`src/rtp_pkg.sv`:
```
`timescale 1ns / 1ps

package rtp_pkg;

	localparam int FIELD_W = 20;   // Q3.16 coordinate and rate width
	localparam int SUM_W   = 40;   // x*x + y*y
	localparam int TRIAL_W = 42;   // square root trial subtrahend
	localparam int CORD_W  = 32;   // cordic datapath with guard bits
	localparam int GUARD_W = 8;
	localparam int ANG_W   = 32;   // binary angle, 2^32 units per turn
	localparam int ATAN_LEN = 24;

	// 2^32 / (2*pi) in Q32
	localparam logic [29:0] INV_TWO_PI_Q32 = 30'd683565276;
	// cordic gain correction in Q30
	localparam logic [29:0] CORDIC_K_Q30   = 30'd652032874;

	localparam logic [ANG_W-1:0] ATAN_BAM [ATAN_LEN] = '{
		32'h20000000, 32'h12E4051E, 32'h09FB385B, 32'h051111D4,
		32'h028B0D43, 32'h0145D7E1, 32'h00A2F61E, 32'h00517C55,
		32'h0028BE53, 32'h00145F2F, 32'h000A2F98, 32'h000517CC,
		32'h00028BE6, 32'h000145F3, 32'h0000A2FA, 32'h0000517D,
		32'h000028BE, 32'h0000145F, 32'h00000A30, 32'h00000518,
		32'h0000028C, 32'h00000146, 32'h000000A3, 32'h00000051
	};

	typedef enum logic [1:0] {
		QUAD_0   = 2'd0,
		QUAD_90  = 2'd1,
		QUAD_180 = 2'd2,
		QUAD_270 = 2'd3
	} quad_t;

	// square root cell payload, carries the point along
	typedef struct packed {
		logic [SUM_W-1:0]          rem;
		logic [FIELD_W-1:0]        root;
		logic signed [FIELD_W-1:0] x;
		logic signed [FIELD_W-1:0] y;
	} sqrt_data_t;

	// cordic cell payload
	typedef struct packed {
		logic signed [CORD_W-1:0] cx;
		logic signed [CORD_W-1:0] cy;
		logic signed [ANG_W-1:0]  z;
	} cord_data_t;

endpackage

```
`src/rtp_cordic_cell.sv`:
```
`timescale 1ns / 1ps

// one micro-rotation of the rotation-mode cordic
module rtp_cordic_cell
	import rtp_pkg::*;
#(
	parameter int IDX = 0
) (
	input  logic       clk,
	input  logic       arst_n,
	input  logic       en,
	input  logic       valid_in,
	input  cord_data_t d_in,
	output logic       valid_out,
	output cord_data_t d_out
);

	logic signed [CORD_W-1:0] dx;
	logic signed [CORD_W-1:0] dy;
	logic signed [ANG_W-1:0]  atan_v;
	cord_data_t               d_nxt;

	always_comb begin
		dx     = d_in.cy >>> IDX;
		dy     = d_in.cx >>> IDX;
		atan_v = $signed(ATAN_BAM[IDX]);
		if (!d_in.z[ANG_W-1]) begin
			d_nxt.cx = d_in.cx - dx;
			d_nxt.cy = d_in.cy + dy;
			d_nxt.z  = d_in.z - atan_v;
		end else begin
			d_nxt.cx = d_in.cx + dx;
			d_nxt.cy = d_in.cy - dy;
			d_nxt.z  = d_in.z + atan_v;
		end
	end

	always_ff @(posedge clk or negedge arst_n) begin
		if (!arst_n) begin
			valid_out <= 1'b0;
		end else if (en) begin
			valid_out <= valid_in;
		end
	end

	always_ff @(posedge clk) begin
		if (en) begin
			d_out <= d_nxt;
		end
	end

endmodule

```
`config.mk`:
```
export PLATFORM = sky130hd
export DESIGN_NAME = rtp_cordic_cell
export DESIGN_NICKNAME = d
export VERILOG_FILES = /design/src/rtp_pkg.sv /design/src/rtp_cordic_cell.sv
export SDC_FILE = /design/constraint.sdc
export NUM_CORES = 1
export LEC_CHECK = 0
export BUFFER_PORTS_ARGS = -buffer_cell sky130_fd_sc_hd__buf_2
export CAP_MARGIN = 20
export CORE_ASPECT_RATIO = 1.2
export CORE_MARGIN = 10
export CORE_UTILIZATION = 50
export DETAILED_ROUTE_END_ITERATION = 10
export PLACE_DENSITY = 0.78
export SETUP_SLACK_MARGIN = 0.5
export SLEW_MARGIN = 20
export SYNTH_ARGS = -nofsm -noshare
export SYNTH_HDL_FRONTEND = slang
export SYNTH_SLANG_ARGS = --single-unit
```
`constraint.sdc`:
```
create_clock -name clk -period 0.8 [get_ports clk]
set_input_delay 0.16 -clock clk [delete_from_list [all_inputs] [get_ports clk]]
set_output_delay 0.16 -clock clk [all_outputs]
set_load 0.02 [all_outputs]
```
==> results of run 1 <==
per-layer routing:
metal  global-route usage [%]  GRT overflow
met5                    24.02             0
met1                    64.73             0
met4                    71.70            22
met3                    59.54             0
met2                    84.63            26
stage by stage:
step | hold WS [ns] | std cells | util, %
4_1_cts | -0.03340 | 1728 | 90.83
3_5_place_dp | -0.06039 | 1649 | 76.17
3_3_place_gp | -0.06537 | 1649 | 76.17
2_1_floorplan | -0.1356 | 964 | -
logic make-up after synthesis:
kind of cell	after synthesis	share of synthesized area, %
fa+ha+maj	98	14.69
mux	7	0.8338
compound gates	331	24.85
flops	96	33.65
xor+xnor	59	6.041
buf+inv	145	6.744
simple gates	228	13.19
synthesized netlist by cell type (all sizes together) (3+ instances only):
library cell	n
nor4	12
a21o	22
o31a	6
a211oi	13
mux2i	6
o21a	8
or3	7
nand2	38
nand4	20
o31ai	11
nor2	80
o311a	3
o21ai	73
a31o	3
nand3b	3
o22ai	6
a2111oi	3
o311ai	3
o21bai	14
buf	21
xnor2	54
a21boi	3
or2	8
o211ai	19
ha	94
clkbuf	24
nor3	15
edfxtp	95
inv	98
xor2	5
a31oi	7
a21oi	113
o2111ai	3
a211o	5
nand2b	10
a22oi	4
nor3b	4
nand3	7
fa	4
nor2b	15
timing repair:
action	4_1_cts
gates resized for setup	356
setup buffers	46
hold endpoints to repair	29
cloned	16
setup endpoints to repair	259
pin swaps	129
hold buffers	1
==> qor.csv, run 1 <==
metric,value,unit
status,aborted with a tool error,
Last stage,5_1_grt,
tool error,[ERROR GRT-0232] Routing congestion too high. Check the congestion heatmap in the GUI.,
# rows,52,
WEP type,sequential cell input,
die height,163.3,microns
warnings from Yosys,0,
Initial Utilization,50.76,%
syn_nets,1162,
CTS sink count,96,
cts bufs inserted,9,
I/O pin count,197,
Placer Congestion,0.9769,
clock tree buffer depth,2,
pin count of the biggest net entering global routing,30,
Synth Area per Inst,8.873,sq um
"top cells by area, synth","edfxtp_1, ha_1, a21oi_1",
top-area cell type share of the netlist area,33.35,%
DPL Wire Length,27080,microns
GR repair worst EP,d_out[92]$_DFFE_PP_/D,
number of synthesized flops with an enable pin,95,
Seq cells post-synth,96,
Root Buffer,clkbuf_16,
Total GRT Usage,69.08,%
GRT overflow,48,
die width,139.4,microns
Area after DPL,12840,sq um
PortBufs,196,
Synth Cell Area,8553,sq um
Synth area leader,edfxtp_1,
Synth Instances,964,
Place WS,-1.967,ns
ys async rst share,1.042,%
initial antenna violation count,4,
Synth Flop Type,edfxtp_1,
sequential element share of the synthesized area,33.65,%
CTS H-tree lvls,3,
Synth cell types,71,
==> run 2: changes to the inputs <==
--- a/config.mk
+++ b/config.mk
@@ -7,12 +7,10 @@
 export LEC_CHECK = 0
 export BUFFER_PORTS_ARGS = -buffer_cell sky130_fd_sc_hd__buf_2
 export CAP_MARGIN = 20
-export CORE_ASPECT_RATIO = 1.2
 export CORE_MARGIN = 10
-export CORE_UTILIZATION = 50
+export CORE_UTILIZATION = 40
 export DETAILED_ROUTE_END_ITERATION = 10
-export PLACE_DENSITY = 0.78
-export SETUP_SLACK_MARGIN = 0.5
+export PLACE_DENSITY_LB_ADDON = 0.15
 export SLEW_MARGIN = 20
 export SYNTH_ARGS = -nofsm -noshare
 export SYNTH_HDL_FRONTEND = slang
==> constraint.sdc (replaced) <==
create_clock -name clk -period 1.04 [get_ports clk]
set_input_delay 0.208 -clock clk [delete_from_list [all_inputs] [get_ports clk]]
set_output_delay 0.208 -clock clk [all_outputs]
set_load 0.02 [all_outputs]
==> run 2 against run 1 <==
The flow now finishes, with violations (negative setup slack). Synthesized area unchanged. Synthesized cell count stayed put.
==> qor.csv, run 2 <==
metric,value,unit,change
worst path bufs/invs,2,,
Crit path max-delay family,compound AO/OA/AOI/OAI gates,,
fmax,431.3,MHz,
vias in the first global route,9675,,
Total Wirelength,36670,microns,
Synth cell types,71,,unchanged
smallest setup slack after layout,-1.278,ns,
Detailed Routing Iterations Pass 1,5,,
Slowest cell on crit path,a2111oi_4,,
Worst-path clk slew,0.08,ns,
critical path depth,12,,
Worst Skew,0,ns,
crit end category,flip-flop,,
Tot Pwr,17.84,mW,
status,finished with violations,,
Slew HR,67.66,%,
sequential element share of the synthesized area,33.65,%,unchanged
GRT overflow,0,,
Worst EP arrival,2.44,ns,
warnings from Yosys,0,,unchanged
Place WS,-1.778,ns,+0.1890 ns
cell leakage power,6.875,nW,
largest family of logic cells by synthesized area,compound AO/OA/AOI/OAI gates,,
Max Cap Viol,0,,
Area after DPL,12960,sq um,+0.96%
initial antenna violation count,0,,
ys async rst share,1.042,%,unchanged
Total GRT Usage,23.61,%,
Placed Instances,1709,,+3.6%
Post-Synth Adder-Cell Area,14.69,%,unchanged
Pins Over Slew Limit,0,,
Seq cells post-synth,96,,unchanged
met1 Resource Use GR,30.67,%,
Initial Utilization,40.69,%,-10 points
"top cells by count, synth","a21oi_1, inv_1, edfxtp_1",,
simple-gate share of the synthesized area,13.19,%,unchanged
Synth Flop Type,edfxtp_1,,
critical path startpoint category,input pin,,
Synth Area per Inst,8.873,sq um,unchanged
final hold violation count,0,,
"top cells by area, synth","edfxtp_1, ha_1, a21oi_1",,
max reg flops,95,,
number of synthesized flops with an enable pin,95,,unchanged
crit share post-route,222.9,%,
latest clock arrival within the worst-skew pair,0.36,ns,
Root Buffer,clkbuf_16,,
Final Setup Violations,159,,
Final ANT Viol Nets,0,,
core area,21020,sq um,
Worst EP required,1.16,ns,
clock tree buffer depth,2,,unchanged
crit path time final,2.318,ns,
pwr/cell area,1138,nW/um^2,
Nets,1709,,
RSZ-0062 raised after global routing,yes,,
hold depth,1,,
cts bufs inserted,9,,unchanged
Synth Area in Compound Gates,24.85,%,unchanged
cell with the most instances after synthesis,a21oi_1,,
Routed wire per std cell,20.47,microns,
post-synthesis mux area share,0.8338,%,unchanged
CTS tree,done,,
final core occ,74.58,%,
PortBufs,196,,unchanged
Hold WS,0.01967,ns,
max incr delay on CP,0.35,ns,
failing checks,negative setup slack,,
fin area,15680,sq um,
CP max FO,4,,
die height,166.2,microns,+1.8%
most frequent cells in the layout,"buf_4, buf_6, buf_2, edfxtp_1, inv_1",,
CTS H-tree lvls,3,,unchanged
Most Crowded Layer GR,met2,,
DPL Wire Length,26870,microns,-0.76%
"commonest non-fill, non-tap cell in the layout",buf_4,,
Worst Max-Slew Pin Slew,0.4790,ns,
Setup TNS,-68.67,ns,
XOR/XNOR share of the synthesized area,6.042,%,unchanged
Largest Register,d_out,,
Synth Cell Area,8553,sq um,unchanged
worst-path cell chain,buf_12 > inv_12 > ha_4 > fa_2 > nand2b_4 > a21o_4 > a2111oi_4 > nor2_2 > o311a_1 > o211ai_1 > o211ai_1 > xnor2_1,,
FF-to-FF path depth,1,,
synthesis-to-layout area growth,83.31,%,
DRC,0,,
Synth area leader,edfxtp_1,,
Initial DRC Count,885,,
GR Util met3,3.336,%,
Antenna Cells,0,,
die area,27630,sq um,
Synth Instances,964,,unchanged
Post-Layout Cell Count,1791,,
Peak supply drop,0.6986,mV,
die width,166.2,microns,+19%
HP Class,input pin to flip-flop,,
vias per cell,5.417,,
CP most frequent cell,o211ai_1,,
routed vias,9701,,
syn_nets,1162,,unchanged
pin count of the biggest net entering global routing,28,,
share of cells above drive strength 1,56.99,%,
CTS sink count,96,,unchanged
worst setup path class,input pin to flip-flop,,
top-area cell type share of the netlist area,33.35,%,unchanged
# rows,53,,+1.9%
I/O pin count,197,,unchanged
Placer Congestion,0.9555,,-2.2%
met2 Use GR,39.36,%,
biggest regs,"d_out x95, valid_out x1",,
first-pass GRT wire length,53150,microns,
-- run 2: repair_timing --
| action | in CTS | in global routing |
|---|---|---|
| pin swaps | 123 | 110 |
| cloned | 0 | 2 |
| gates resized for setup | 278 | 196 |
| setup buffers | 43 | 36 |
| hold buffers | 1 | 0 |
| hold endpoints to repair | 1 | 0 |
| setup endpoints to repair | 159 | 160 |
-- run 2: cell families (layout without fill, tap and decap cells) --
logic type / Yosys count / count (layout)
xor gates and xnor gates: 59 / 59
muxes: 7 / 7
AOI/OAI and AO/OA: 331 / 331
adders and majority gates: 98 / 98
and+or+nand+nor: 228 / 228
DFF: 96 / 96
buffers and inverters: 145 / 697
-- run 2: per-layer routing --
metal  vias to the layer above  routed length, microns
met5                         -                       0
li1                       4583                       -
met4                         0                    1255
met2                       400                   17720
met1                      4627                   15510
met3                        91                    2185
-- run 2: path summary, 6_finish.rpt --
| check | slack [ns] | endpoint | start |
|---|---|---|---|
| min | 0.02 | d_out[4]$_DFFE_PP_ | d_in[4] |
| min reg2reg | 0.55 | valid_out$_DFFE_PN0P_ | valid_out$_DFFE_PN0P_ |
| max reg2reg | 0.28 | valid_out$_DFFE_PN0P_ | valid_out$_DFFE_PN0P_ |
| max in group asynchronous | 0.80 | valid_out$_DFFE_PN0P_ | arst_n |
| min in group asynchronous | 0.16 | valid_out$_DFFE_PN0P_ | arst_n |
| max | -1.28 | d_out[62]$_DFFE_PP_ | d_in[32] |
-- run 2: area by class of cell --
cell class	instances	area, sq um
clock inverter	7	70.07
tap	275	344.1
timing repair buffer	581	4902
multi-input combinational	723	6787
inverter	100	473.0
fill	1443	5343
clock buffer	9	225.2
sequential	96	2878
-- run 2: where the power goes --
group          switching (mW)  internal [mW]
registers               0.283           4.98
logic                    4.61           4.47
clock network            1.79           1.70
total                    6.68           11.2
Note: power is estimated with default switching activity, not from simulation.
