[config.mk]
export PLATFORM = sky130hd
export DESIGN_NAME = rtp_sqrt_cell
export DESIGN_NICKNAME = d
export VERILOG_FILES = /design/src/rtp_pkg.sv /design/src/rtp_sqrt_cell.sv
export SDC_FILE = /design/constraint.sdc
export NUM_CORES = 1
export LEC_CHECK = 0
export BUFFER_PORTS_ARGS = -buffer_cell sky130_fd_sc_hd__clkbuf_2
export CAP_MARGIN = 20
export CORE_UTILIZATION = 30
export DETAILED_ROUTE_END_ITERATION = 8
export HOLD_SLACK_MARGIN = 0.15
export PLACE_DENSITY_LB_ADDON = 0.08
export REMOVE_ABC_BUFFERS = 1
export SLEW_MARGIN = 20
export SYNTH_ARGS = -nofsm -noshare
export SYNTH_HDL_FRONTEND = slang
export SYNTH_SLANG_ARGS = --single-unit
[constraint.sdc]
create_clock -name clk -period 0.8 [get_ports clk]
set_clock_uncertainty 0.1 [all_clocks]
set_input_delay 0.16 -clock clk [delete_from_list [all_inputs] [get_ports clk]]
set_output_delay 0.16 -clock clk [all_outputs]
set_load 0.05 [all_outputs]
[src/rtp_pkg.sv]
`timescale 1ns / 1ps

package rtp_pkg;

	localparam int FIELD_W = 20;   // Q3.16 coordinate and rate width
	localparam int SUM_W   = 40;   // x*x + y*y
	localparam int TRIAL_W = 42;   // square root trial subtrahend
	localparam int CORD_W  = 32;   // cordic datapath with guard bits
	localparam int GUARD_W = 8;
	localparam int ANG_W   = 32;   // binary angle, 2^32 units per turn
	localparam int ATAN_LEN = 24;

	// 2^32 / (2*pi) in Q32
	localparam logic [29:0] INV_TWO_PI_Q32 = 30'd683565276;
	// cordic gain correction in Q30
	localparam logic [29:0] CORDIC_K_Q30   = 30'd652032874;

	localparam logic [ANG_W-1:0] ATAN_BAM [ATAN_LEN] = '{
		32'h20000000, 32'h12E4051E, 32'h09FB385B, 32'h051111D4,
		32'h028B0D43, 32'h0145D7E1, 32'h00A2F61E, 32'h00517C55,
		32'h0028BE53, 32'h00145F2F, 32'h000A2F98, 32'h000517CC,
		32'h00028BE6, 32'h000145F3, 32'h0000A2FA, 32'h0000517D,
		32'h000028BE, 32'h0000145F, 32'h00000A30, 32'h00000518,
		32'h0000028C, 32'h00000146, 32'h000000A3, 32'h00000051
	};

	typedef enum logic [1:0] {
		QUAD_0   = 2'd0,
		QUAD_90  = 2'd1,
		QUAD_180 = 2'd2,
		QUAD_270 = 2'd3
	} quad_t;

	// square root cell payload, carries the point along
	typedef struct packed {
		logic [SUM_W-1:0]          rem;
		logic [FIELD_W-1:0]        root;
		logic signed [FIELD_W-1:0] x;
		logic signed [FIELD_W-1:0] y;
	} sqrt_data_t;

	// cordic cell payload
	typedef struct packed {
		logic signed [CORD_W-1:0] cx;
		logic signed [CORD_W-1:0] cy;
		logic signed [ANG_W-1:0]  z;
	} cord_data_t;

endpackage

[src/rtp_sqrt_cell.sv]
`timescale 1ns / 1ps

// one result bit of the digit-by-digit square root
module rtp_sqrt_cell
	import rtp_pkg::*;
#(
	parameter int BIT = 0
) (
	input  logic       clk,
	input  logic       arst_n,
	input  logic       en,
	input  logic       valid_in,
	input  sqrt_data_t d_in,
	output logic       valid_out,
	output sqrt_data_t d_out
);

	logic [TRIAL_W-1:0] trial;
	logic [TRIAL_W-1:0] diff;
	logic               fits;
	sqrt_data_t         d_nxt;

	always_comb begin
		trial = (TRIAL_W'(d_in.root) << (BIT + 1)) | (TRIAL_W'(1) << (2 * BIT));
		diff  = TRIAL_W'(d_in.rem) - trial;
		fits  = TRIAL_W'(d_in.rem) >= trial;
		d_nxt = d_in;
		if (fits) begin
			d_nxt.rem  = diff[SUM_W-1:0];
			d_nxt.root = d_in.root | (FIELD_W'(1) << BIT);
		end
	end

	always_ff @(posedge clk or negedge arst_n) begin
		if (!arst_n) begin
			valid_out <= 1'b0;
		end else if (en) begin
			valid_out <= valid_in;
		end
	end

	always_ff @(posedge clk) begin
		if (en) begin
			d_out <= d_nxt;
		end
	end

endmodule

---- After elaboration in Yosys (flattened, before gate mapping) ----
Cells that the tools add are included.
storage, ports and cells
  input bits .............................. 104
  register bits after elaboration ......... 101
  word-level logic and storage cells ...... 9
operators by class
  magnitude comparators ................... 1
  muxes and demuxes ....................... 1
  $add $sub $neg .......................... 1
operators by type and width
  operator                                          number
  60-bit two-way mux                                1
  40-bit by 21-bit >= comparator with 1-bit output  1
  40-bit by 21-bit subtractor with 40-bit output    1

---- Logic depth before layout (Yosys ltp) ----
Gate-level depths: netlist of the first run.
  depth after elaboration ................. 2
  gate-level depth with buffers ........... 12

---- Worst setup path before layout of the first run ----
Ideal clock, no wire load.
  kind .................................... input -> register
  from .................................... input d_in[40] in the netlist's numbering
  to ...................................... register d_out[79] in the netlist's numbering, data pin
  cell stages on the path ................. 9
  library setup time ...................... 0.267 ns
  arrival ................................. 2.358 ns
  required time ........................... 0.433 ns
  setup slack ............................. -1.924 ns
  cells stage by stage .................... inv_1 ha_1 a21o_1 a311o_1 a2111oi_0 o21ai_0 a21boi_0 xor2_1 o21ai_0
RTL lines
  element               line                 RTL
  start, declared       rtp_sqrt_cell.sv:13  input sqrt_data_t d_in,
  end signal, assigned  rtp_sqrt_cell.sv:44  d_out <= d_nxt;
  end, declared         rtp_sqrt_cell.sv:15  output sqrt_data_t d_out

==> results of run 1 <==
==> power by group <==
group	switching, mW	total [mW]	internal [mW]
Sequential	0.259	6.71	6.45
Clock	2.11	4.59	2.48
Combinational	3.35	6.07	2.72
Total	5.72	17.4	11.6
==> routing by layer <==
metal	share of wire [%]	track usage [%]
met1	44	22.9
met5	0	0
met4	1.1	5.23
met3	4.3	2.88
met2	51	33.2
==> final timing paths <==
kind	from	to	cells after the start
max in group asynchronous	arst_n	valid_out	2
hold / removal	d_in[57]	d_out[57]	1
setup reg to reg	valid_out	valid_out	2
setup / recovery	d_in[80]	d_out[94]	10
min in group asynchronous	arst_n	valid_out	2
hold reg to reg	valid_out	valid_out	2
==> area by class of cell <==
class | count | area, µm² | share of cell area [%]
clock buffers | 9 | 225 | 2.31
multi-input cells | 281 | 2420 | 24.8
clock inverters | 7 | 82.6 | 0.846
flip-flops and latches | 101 | 3030 | 31.0
repair buffers | 390 | 3640 | 37.3
well taps | 220 | 275 | 2.82
inverters | 23 | 93.8 | 0.961
==> repair_timing <==
| item | in CTS | in global routing |
|---|---|---|
| endpoints found under the setup margin | 143 | 154 |
| hold endpoints to repair | 99 | 49 |
| pin swaps | 46 | 27 |
| resized for setup | 304 | 101 |
| hold buffers | 52 | 4 |
| cloned | 4 | 1 |
| setup buffers | 5 | 11 |
==> metrics by stage <==
step,hold slack (ns),cell area (µm²)
floorplan,-0.236,4980
global placement,-0.165,7190
detailed placement,-0.164,7190
CTS,-0.0891,9450
global route,-0.0815,9770
finish,-0.0772,9770
==> kinds of logic after synthesis <==
logic type / Yosys count / synth area share, %
multiplexers: 3 / 0.668
XOR/XNOR: 38 / 6.58
AND/OR/NAND/NOR: 124 / 12.7
flip-flops: 101 / 59.8
adder cells (fa/ha/maj): 22 / 5.59
buffers and inverters: 40 / 3.24
AO/OA/AOI/OAI: 93 / 11.4
==> sequential cells by signal (all words and copies together), names as in the netlist <==
signal,cells
d_out,100
valid_out,1
==> placed cells by master (no fill, tap or decap), types with 9 or more instances in the layout <==
| master | synthesis | final |
|---|---|---|
| a21o_1 | 10 | 10 |
| a21oi_1 | 22 | 16 |
| buf_4 | 1 | 114 |
| buf_6 | 1 | 17 |
| buf_8 | 0 | 33 |
| clkbuf_16 | 0 | 9 |
| clkbuf_2 | 0 | 95 |
| clkbuf_8 | 0 | 71 |
| dlygate4sd3_1 | 0 | 48 |
| edfxtp_1 | 100 | 100 |
| ha_1 | 21 | 11 |
| inv_1 | 23 | 20 |
| nand2_1 | 39 | 24 |
| nand4_1 | 10 | 10 |
| nor2_1 | 26 | 24 |
| o21ai_0 | 29 | 10 |
| o21ai_2 | 0 | 11 |
| xnor2_1 | 14 | 13 |
| xor2_1 | 24 | 24 |
==> worst max-delay path, stage by stage <==
cell	delay (ns)
buf_6	0.10
ha_4	0.26
or4b_4	0.48
or3_1	0.39
o211ai_1	0.23
nor3_2	0.10
buf_4	0.17
a21oi_4	0.16
nand4_1	0.15
xnor2_1	0.15
==> synth_stat cells (all sizes together) (3+ instances only) <==
| master | count | area [µm²] |
|---|---|---|
| inv | 23 | 86.3 |
| xor2 | 24 | 210 |
| buf | 4 | 28.8 |
| a21o | 10 | 75.1 |
| nand2 | 39 | 146 |
| ha | 21 | 263 |
| nor2 | 26 | 97.6 |
| a31oi | 3 | 18.8 |
| and3 | 3 | 18.8 |
| o31ai | 3 | 22.5 |
| or4 | 3 | 22.5 |
| xnor2 | 14 | 123 |
| nor4 | 7 | 50.1 |
| edfxtp | 100 | 3000 |
| clkbuf | 13 | 48.8 |
| and2 | 4 | 27.5 |
| or3 | 4 | 25.0 |
| nand3 | 5 | 25.0 |
| mux2 | 3 | 33.8 |
| nor3 | 11 | 55.1 |
| o211ai | 5 | 37.5 |
| o21a | 3 | 22.5 |
| nand4 | 10 | 62.6 |
| a21oi | 22 | 110 |
| o21ai | 30 | 150 |
| o21bai | 3 | 22.5 |
==> summary.md, run 1 <==
| Metric | Value |
|---|---|
| Outcome | `finished with violations` |
| Failing checks | `hold timing, setup timing` |
| Slew Viols, Final | `0` |
| Async SR Flop Fraction | `0.990%` |
| Diode count | `0` |
| Layout Cells excl Fill | `1031` |
| Clk_lat worst skew | `0.35 ns` |
| Worst slew pin tran | `0.467 ns` |
| Wire per inst | `15.6 µm` |
| Remaining antenna violation count | `0` |
| CP startpoint kind | `input pin` |
| Arr. time, crit path | `2.35 ns` |
| GRT Overall Usage | `18.5%` |
| Clock root cell | `clkbuf_16` |
| H-tree depth | `3` |
| Ports | `205` |
| GPL Wtd Cong | `0.824` |
| Die ar. | `17400 µm²` |
| Synth unique cells | `53` |
| Initial DRC Count | `188` |
| CP Capture Type | `flip-flop` |
| Fill cell count | `1364` |
| Seq cells post-synth | `101` |
| Hold Crit Class | `input pin to flip-flop` |
| Hold Fails Final Rpt | `7` |
| Setup Viol. Count Final | `153` |
| Peak supply drop | `0.00103 V` |
| RSZ-0062 raised after global routing | `true` |
| CTS tree | `built` |
| Max Cap Viol | `0` |
| Tmin final | `2.34 ns` |
| F_max | `427 MHz` |
| Post-synthesis sequential area ratio | `59.8%` |
| CTS Buffer Depth | `2` |
| Most used DFF post-synth | `edfxtp_1` |
| Tot Pwr | `17.4 mW` |
| Worst hold margin | `-0.0772 ns` |
| Synthesized area per cell | `12.0 µm²` |
| Die Ht | `132 µm` |
| Drt drc | `0` |
| Clock-pin slew on the worst setup and hold paths | `0.08 ns` |
| PD cells | `1780 nW/µm²` |
| Setup TNS | `-98.65 ns` |
| DIE WIDTH | `132 µm` |
| Yosys warning count | `0` |
| Clock sink total | `101` |
| Reg2Reg Setup Slack | `-0.21 ns` |
| Final period utilization | `293%` |
| Worst setup margin | `-1.54 ns` |
| Total CTS buffers | `9` |
| First-pass GRT wire length | `25.2 mm` |
| Global route overflow | `0` |
| Avg Vias per Cell | `4.60` |
| Vias in the first global route | `4962` |
| Pre-CTS WS | `-2.22 ns` |
| Share of layout cells above drive strength 1 | `54.0%` |
| DR pass1 iterations | `4` |
| CP required | `0.81 ns` |
| Initial antenna violation count | `0` |
| Core area | `16500 µm²` |
| Buffers added on ports | `204` |
| Inst Count DP | `946` |
| LEAKAGE | `4.25 nW` |
| Initial Util | `30.6%` |
| Largest net degree at the start of global routing | `36` |
| Final cell utilization of the core | `59.1%` |
| Core Rows | `47` |
| CP Max Fanout | `4` |
| Critical path class | `input pin to flip-flop` |
| Synth Instances | `421` |
| Drt total wl | `16.0 mm` |
| Post-layout nets | `932` |
| Area Overhead vs Synth | `93.0%` |
| Synthesized area | `5060 µm²` |
| Vias | `4746` |
| Post-synth EDFFs | `100` |
| Dpl hpwl | `11.4 mm` |
| Slew headroom | `68.6%` |
Note: power is estimated with default switching activity, not from simulation.
==> run 2: changes to the inputs <==
--- a/config.mk
+++ b/config.mk
@@ -7,6 +7,7 @@
 export LEC_CHECK = 0
 export BUFFER_PORTS_ARGS = -buffer_cell sky130_fd_sc_hd__clkbuf_2
 export CAP_MARGIN = 20
+export CORE_ASPECT_RATIO = 1.1
 export CORE_UTILIZATION = 30
 export DETAILED_ROUTE_END_ITERATION = 8
 export HOLD_SLACK_MARGIN = 0.15
==> run 2 against run 1 <==
  * The run still ends with hold timing, setup timing left
  * Non-clock buffer count is 10 higher
  * Utilization is 0.063 points higher
  * Largest cell class unchanged
  * Combinational power hardly changed
  * Sequential power hardly changed
  * Register-to-register slack better by 0.13 ns
  * Highest routed layer unchanged
  * Die area hardly changed
  * Critical path depth is 1 higher
  * Setup slack better by 0.0053 ns
  * First-iteration DRC count is 2.1% higher
==> summary.md, run 2 (synthesis gave the netlist of run 1 again) <==
| Metric | Value |
|---|---|
| Area taken by multi-input logic gates | `2380 µm² (-1.6%)` |
| Arr. time, crit path | `2.35 ns (about the same)` |
| Ports | `205 (unchanged)` |
| Worst slew pin tran | `0.519 ns (+0.0523 ns)` |
| Drt drc | `0 (unchanged)` |
| Share of layout cells above drive strength 1 | `53.3% (-0.66 points)` |
| Vias | `4758 (+0.25%)` |
| Clock-pin slew on the worst setup and hold paths | `0.07 ns (about the same)` |
| Slew Viols, Final | `0 (unchanged)` |
| Reg2reg start | `valid_out` |
| CP required | `0.81 ns (about the same)` |
| Die Ht | `138 µm (+4.8%)` |
| PD cells | `1760 nW/µm² (-1.3%)` |
| Fill cell count | `1401 (+2.7%)` |
| CTS tree | `built` |
| Initial Util | `30.8% (+0.17 points)` |
| Worst hold margin | `-0.0420 ns (+0.0352 ns)` |
| Largest register FFs | `100 (unchanged)` |
| CTS Buffer Depth | `2 (unchanged)` |
| Biggest regs | `d_out: 100 flops, valid_out: 1 flops` |
| Tot Pwr | `17.1 mW (-1.8%)` |
| H-tree depth | `3 (unchanged)` |
| Failing checks | `hold timing, setup timing` |
| Core Rows | `49 (+4.3%)` |
| Setup TNS | `-97.26 ns (+1.39 ns)` |
| Tmin final | `2.34 ns (-0.00533 ns)` |
| First-pass GRT wire length | `25.6 mm (+1.6%)` |
| Clock root cell | `clkbuf_16` |
| Setup Viol. Count Final | `146 (-4.6%)` |
| CP startpoint kind | `input pin` |
| Most frequent cells in the layout | `129 x buf_4, 100 x edfxtp_1, 97 x clkbuf_2` |
| Slew headroom | `65.0% (-3.6 points)` |
| CP Capture Type | `flip-flop` |
| Wire per inst | `15.8 µm (+1.4%)` |
| F_max | `428 MHz (+0.23%)` |
| Dpl hpwl | `11.5 mm (+1.1%)` |
| Clk_lat worst skew | `0.35 ns (about the same)` |
| Peak supply drop | `0.000957 V (-6.9%)` |
| Hold Crit Class | `input pin to flip-flop` |
| Clock sink total | `101 (unchanged)` |
| Final period utilization | `292% (-0.67 points)` |
| GRT Overall Usage | `18.8% (+0.27 points)` |
| DR pass1 iterations | `4 (unchanged)` |
| Outcome | `finished with violations` |
| Largest net degree at the start of global routing | `38 (+5.6%)` |
| Drt total wl | `16.2 mm (+0.77%)` |
| Remaining antenna violation count | `0 (unchanged)` |
| FF/Latch Area | `3030 µm² (unchanged)` |
| CP Max Fanout | `4 (unchanged)` |
| RSZ-0062 raised after global routing | `true` |
| Die ar. | `17400 µm² (about the same)` |
| Vias in the first global route | `5084 (+2.5%)` |
| Final cell utilization of the core | `59.2% (+0.063 points)` |
| Max Cap Viol | `0 (unchanged)` |
| Hold Fails Final Rpt | `4 (-3)` |
| GPL Wtd Cong | `0.841 (+2.1%)` |
| Initial antenna violation count | `0 (unchanged)` |
| Core area | `16400 µm² (-0.57%)` |
| Register bank with the most flops | `d_out` |
| Initial DRC Count | `192 (+2.1%)` |
| Global route overflow | `0 (unchanged)` |
| Avg Vias per Cell | `4.64 (+0.84%)` |
| Buffers added on ports | `204 (unchanged)` |
| Commonest non-fill, non-tap cell in the layout | `buf_4` |
| Total CTS buffers | `9 (unchanged)` |
| LEAKAGE | `4.22 nW (-0.63%)` |
| Worst setup margin | `-1.54 ns (+0.00533 ns)` |
| CP startpoint | `d_in[59]` |
| DIE WIDTH | `126 µm (-4.6%)` |
| Origin of the worst min-delay path | `valid_in` |
| Critical path class | `input pin to flip-flop` |
| Diode count | `0 (unchanged)` |
| Post-layout nets | `942 (+1.1%)` |
| Area Overhead vs Synth | `92.1%` |
| Pre-CTS WS | `-2.12 ns (+0.0997 ns)` |
-- run 2: path summary, 6_finish.rpt --
check / depth (start not counted) / slack [ns] / end
worst max-delay path: 11 / -1.54 / d_out[94]
max in group asynchronous: 2 / 0.48 / valid_out
min in group asynchronous: 2 / 0.03 / valid_out
worst min register to register: 1 / 0.46 / valid_out
worst min-delay path: 2 / -0.04 / valid_out
worst max register to register: 1 / -0.08 / valid_out
-- run 2: through the flow --
step | instance area [µm²] | std cells
after floorplan | 4980 | 404
after global placement | 7310 | 947
after detailed placement | 7310 | 947
after CTS | 9320 | 1020
after global routing | 9720 | 1025
final | 9720 | 1025
-- run 2: layout make-up --
class	instances	area share, %
clock buffers	9	2.32
clock inverters	7	0.592
inverters	23	0.940
multi-input cells	281	24.5
flip-flops and latches	101	31.1
well taps	204	2.63
repair buffers	400	37.9
-- run 2: layer usage --
layer  wire length (µm)  share of wire (%)  up-vias  track usage (%)
li1                   -                  -     2350                -
met5                  0                  0        -                0
met4                195                1.2        0             5.71
met3                852                5.3       12             3.79
met2               8140                 50      136             33.4
met1               6970                 43     2260             22.8
-- run 2: repair_timing --
item                                    4_1_cts  5_1_grt
gates cloned                                  2        1
endpoints found under the setup margin      143      151
hold endpoints to repair                     99       43
resized for setup                           269      114
pin swaps                                    47       36
setup buffers                                 0        5
hold buffers                                 55        1
-- run 2: power breakdown --
part | total, mW | leakage (nW) | internal (mW) | switching, mW
Clock | 4.25 | 0.134 | 2.15 | 2.10
Sequential | 6.71 | 0.991 | 6.45 | 0.262
Combinational | 6.10 | 3.10 | 2.74 | 3.36
Total | 17.1 | 4.22 | 11.3 | 5.72
-- run 2: critical path, stage by stage --
cell,delay (ns)
buf_8,0.08
inv_4,0.03
ha_4,0.26
or4b_4,0.48
or3_1,0.36
o211ai_1,0.25
nor3_2,0.10
buf_4,0.16
a21oi_4,0.17
nand4_1,0.15
xnor2_1,0.15
==> run 3: changes to the inputs <==
--- a/config.mk
+++ b/config.mk
@@ -8,11 +8,13 @@
 export BUFFER_PORTS_ARGS = -buffer_cell sky130_fd_sc_hd__clkbuf_2
 export CAP_MARGIN = 20
 export CORE_ASPECT_RATIO = 1.1
-export CORE_UTILIZATION = 30
+export CORE_UTILIZATION = 44
 export DETAILED_ROUTE_END_ITERATION = 8
 export HOLD_SLACK_MARGIN = 0.15
 export PLACE_DENSITY_LB_ADDON = 0.08
 export REMOVE_ABC_BUFFERS = 1
+export SETUP_SLACK_MARGIN = 0.3
+export SKIP_LAST_GASP = 1
 export SLEW_MARGIN = 20
 export SYNTH_ARGS = -nofsm -noshare
 export SYNTH_HDL_FRONTEND = slang
==> run 3 against run 2 <==
  * The run still ends with hold timing, setup timing left
  * Via count rose by 5.8%
  * Setup slack got worse by 0.013 ns
  * Clock power rose by 1%
  * Critical path depth did not move
  * Sequential power barely moved
  * Sequential share of layout area fell by 0.056 points
  * Final cell count fell by 8.6%
  * Maximum frequency fell by 0.57%
  * Cell area rose by 0.18%
  * Power rose by 1.7%
  * Wire length rose by 17%
  * Combinational power rose by 3.8%
==> summary.md, run 3 (synthesis gave the netlist of run 1 again) <==
| Metric | Value |
|---|---|
| Cell area after placement | `7210 µm² (-1.4%)` |
| CP required | `0.81 ns (about the same)` |
| Final cell utilization of the core | `88.0% (+29 points)` |
| Commonest non-fill, non-tap cell in the layout | `buf_4` |
| Final period utilization | `294% (+1.7 points)` |
| Crit path buf inv count | `3 (unchanged)` |
| Global route overflow | `0 (unchanged)` |
| First-pass GRT wire length | `26.5 mm (+3.5%)` |
| Global route hottest layer | `met2` |
| Worst hold margin | `-0.124 ns (-0.0815 ns)` |
| Tmin final | `2.35 ns (+0.0134 ns)` |
| Critical path depth | `11 (unchanged)` |
| Biggest regs | `d_out: 100 flops, valid_out: 1 flops` |
| Critical-path top delay cell | `or4b_4` |
| LEAKAGE | `4.20 nW (-0.62%)` |
| M2 GR Usage | `53.8% (+20 points)` |
| M1 GR Usage | `35.6% (+13 points)` |
| Worst slew pin tran | `0.472 ns (-0.0465 ns)` |
| Drt total wl | `18.9 mm (+17%)` |
| Top delay family on crit path | `simple AND/OR/NAND/NOR gates` |
| Cells along the critical path | `buf_6 > inv_2 > ha_4 > or4b_4 > or3_1 > o211ai_1 > nor3_2 > buf_4 > a21oi_4 > nand4_1 > xnor2_1` |
| Critical path class | `input pin to flip-flop` |
| CTS tree | `built` |
| DR pass1 iterations | `5 (+1)` |
| Buffers added on ports | `204 (unchanged)` |
| Area Overhead vs Synth | `92.5%` |
| Origin of the worst min-delay path | `d_in[32]` |
| Clock-pin slew on the worst setup and hold paths | `0.08 ns (about the same)` |
| Hold Fails Final Rpt | `60 (+56)` |
| RSZ-0062 raised after global routing | `true` |
| Grt met3 use | `4.89% (+1.1 points)` |
| Wire per inst | `20.2 µm (+28%)` |
| Ports | `205 (unchanged)` |
| Most frequent cells in the layout | `110 x buf_4, 100 x edfxtp_1, 96 x clkbuf_2` |
| Slew Viols, Final | `0 (unchanged)` |
| Remaining antenna violation count | `0 (unchanged)` |
| Worst setup margin | `-1.55 ns (-0.0134 ns)` |
| Layout Cells excl Fill | `937 (-8.6%)` |
| CTS Buffer Depth | `2 (unchanged)` |
| Hold depth | `1 (-1)` |
| Pre-CTS WS | `-2.10 ns (+0.0187 ns)` |
| Register bank with the most flops | `d_out` |
| H-tree depth | `3 (unchanged)` |
| Inst Count DP | `884 (-6.7%)` |
| Total CTS buffers | `9 (unchanged)` |
| DIE WIDTH | `104 µm (-17%)` |
| Core Rows | `40 (-18%)` |
| Max Cap Viol | `0 (unchanged)` |
| Core area | `11100 µm² (-33%)` |
| Setup Viol. Count Final | `143 (-2.1%)` |
| F_max | `426 MHz (-0.57%)` |
| Post-layout nets | `911 (-3.3%)` |
| Clock root cell | `clkbuf_16` |
| GRT Overall Usage | `29.4% (+11 points)` |
| Slowest stage delay, CP | `0.46 ns (-0.02 ns)` |
| Initial DRC Count | `296 (+54%)` |
| Hold Crit Class | `input pin to flip-flop` |
| R2r worst-path depth | `1 (unchanged)` |
| CP startpoint kind | `input pin` |
| Share of layout cells above drive strength 1 | `60.1% (+6.8 points)` |
| Slew headroom | `68.2% (+3.2 points)` |
| Largest register FFs | `100 (unchanged)` |
| Die Ht | `114 µm (-17%)` |
| Peak supply drop | `0.00112 V (+17%)` |
| Arr. time, crit path | `2.36 ns (about the same)` |
| Hold_buf cts | `1 (-98%)` |
| PD cells | `1780 nW/µm² (+1.5%)` |
| Drt drc | `0 (unchanged)` |
| Diode count | `0 (unchanged)` |
| Clk_lat worst skew | `0.35 ns (about the same)` |
| Die ar. | `11900 µm² (-31%)` |
| Largest net degree at the start of global routing | `19 (-50%)` |
| Clock sink total | `101 (unchanged)` |
| CP Max Fanout | `4 (unchanged)` |
| Vias | `5032 (+5.8%)` |
| CP Capture Type | `flip-flop` |
| Failing checks | `hold timing, setup timing` |
| Fin area | `9740 µm² (+0.18%)` |
| GPL Wtd Cong | `0.848 (+0.75%)` |
| Dpl hpwl | `10.6 mm (-7.8%)` |
| Avg Vias per Cell | `5.37 (+16%)` |
| Initial Util | `45.7% (+15 points)` |
| Reg2reg start | `valid_out` |
| Vias in the first global route | `4962 (-2.4%)` |
| CP startpoint | `d_in[59]` |
| Initial antenna violation count | `0 (unchanged)` |
| Outcome | `finished with violations` |
## run 3: final timing paths
path,endpoint,slack (ns)
max,d_out[94],-1.55
min,d_out[32],-0.12
max reg2reg,valid_out,-0.10
min reg2reg,valid_out,0.50
max in group asynchronous,valid_out,0.46
min in group asynchronous,valid_out,0.05
## run 3: power breakdown
group,total [mW],internal [mW],switching [mW]
combinational,6.33,2.81,3.53
clock,4.30,2.18,2.12
sequential,6.72,6.45,0.274
## run 3: what timing repair did
| item | 4_1_cts | 5_1_grt |
|---|---|---|
| setup buffers | 17 | 9 |
| resized for setup | 335 | 98 |
| cloned | 8 | 2 |
| pin swaps | 62 | 25 |
| endpoints found under the setup margin | 229 | 243 |
| endpoints found under the hold margin | 94 | 85 |
## run 3: cell type report
cell class                      instances  area [µm²]
Clock buffer                           10         229
Fill cell                             470        1320
Inverter                               23        91.3
Multi-Input combinational cell        283        2500
Clock inverter                          6        56.3
Sequential cell                       101        3030
Tap cell                              147         184
Timing Repair Buffer                  367        3650
## run 3: stage by stage
step	TNS (ns)	power [mW]
2_1_floorplan	-77.13	9.50
3_3_place_gp	-99.97	11.3
3_5_place_dp	-101.53	11.3
4_1_cts	-94.77	16.8
5_1_grt	-105.14	17.8
6_report	-99.14	17.4
## run 3: routing by layer
layer  wire length, µm  share of wire [%]
met1              7320                 39
met2              9980                 53
met3              1070                5.7
met4               544                2.9
met5                 0                  0
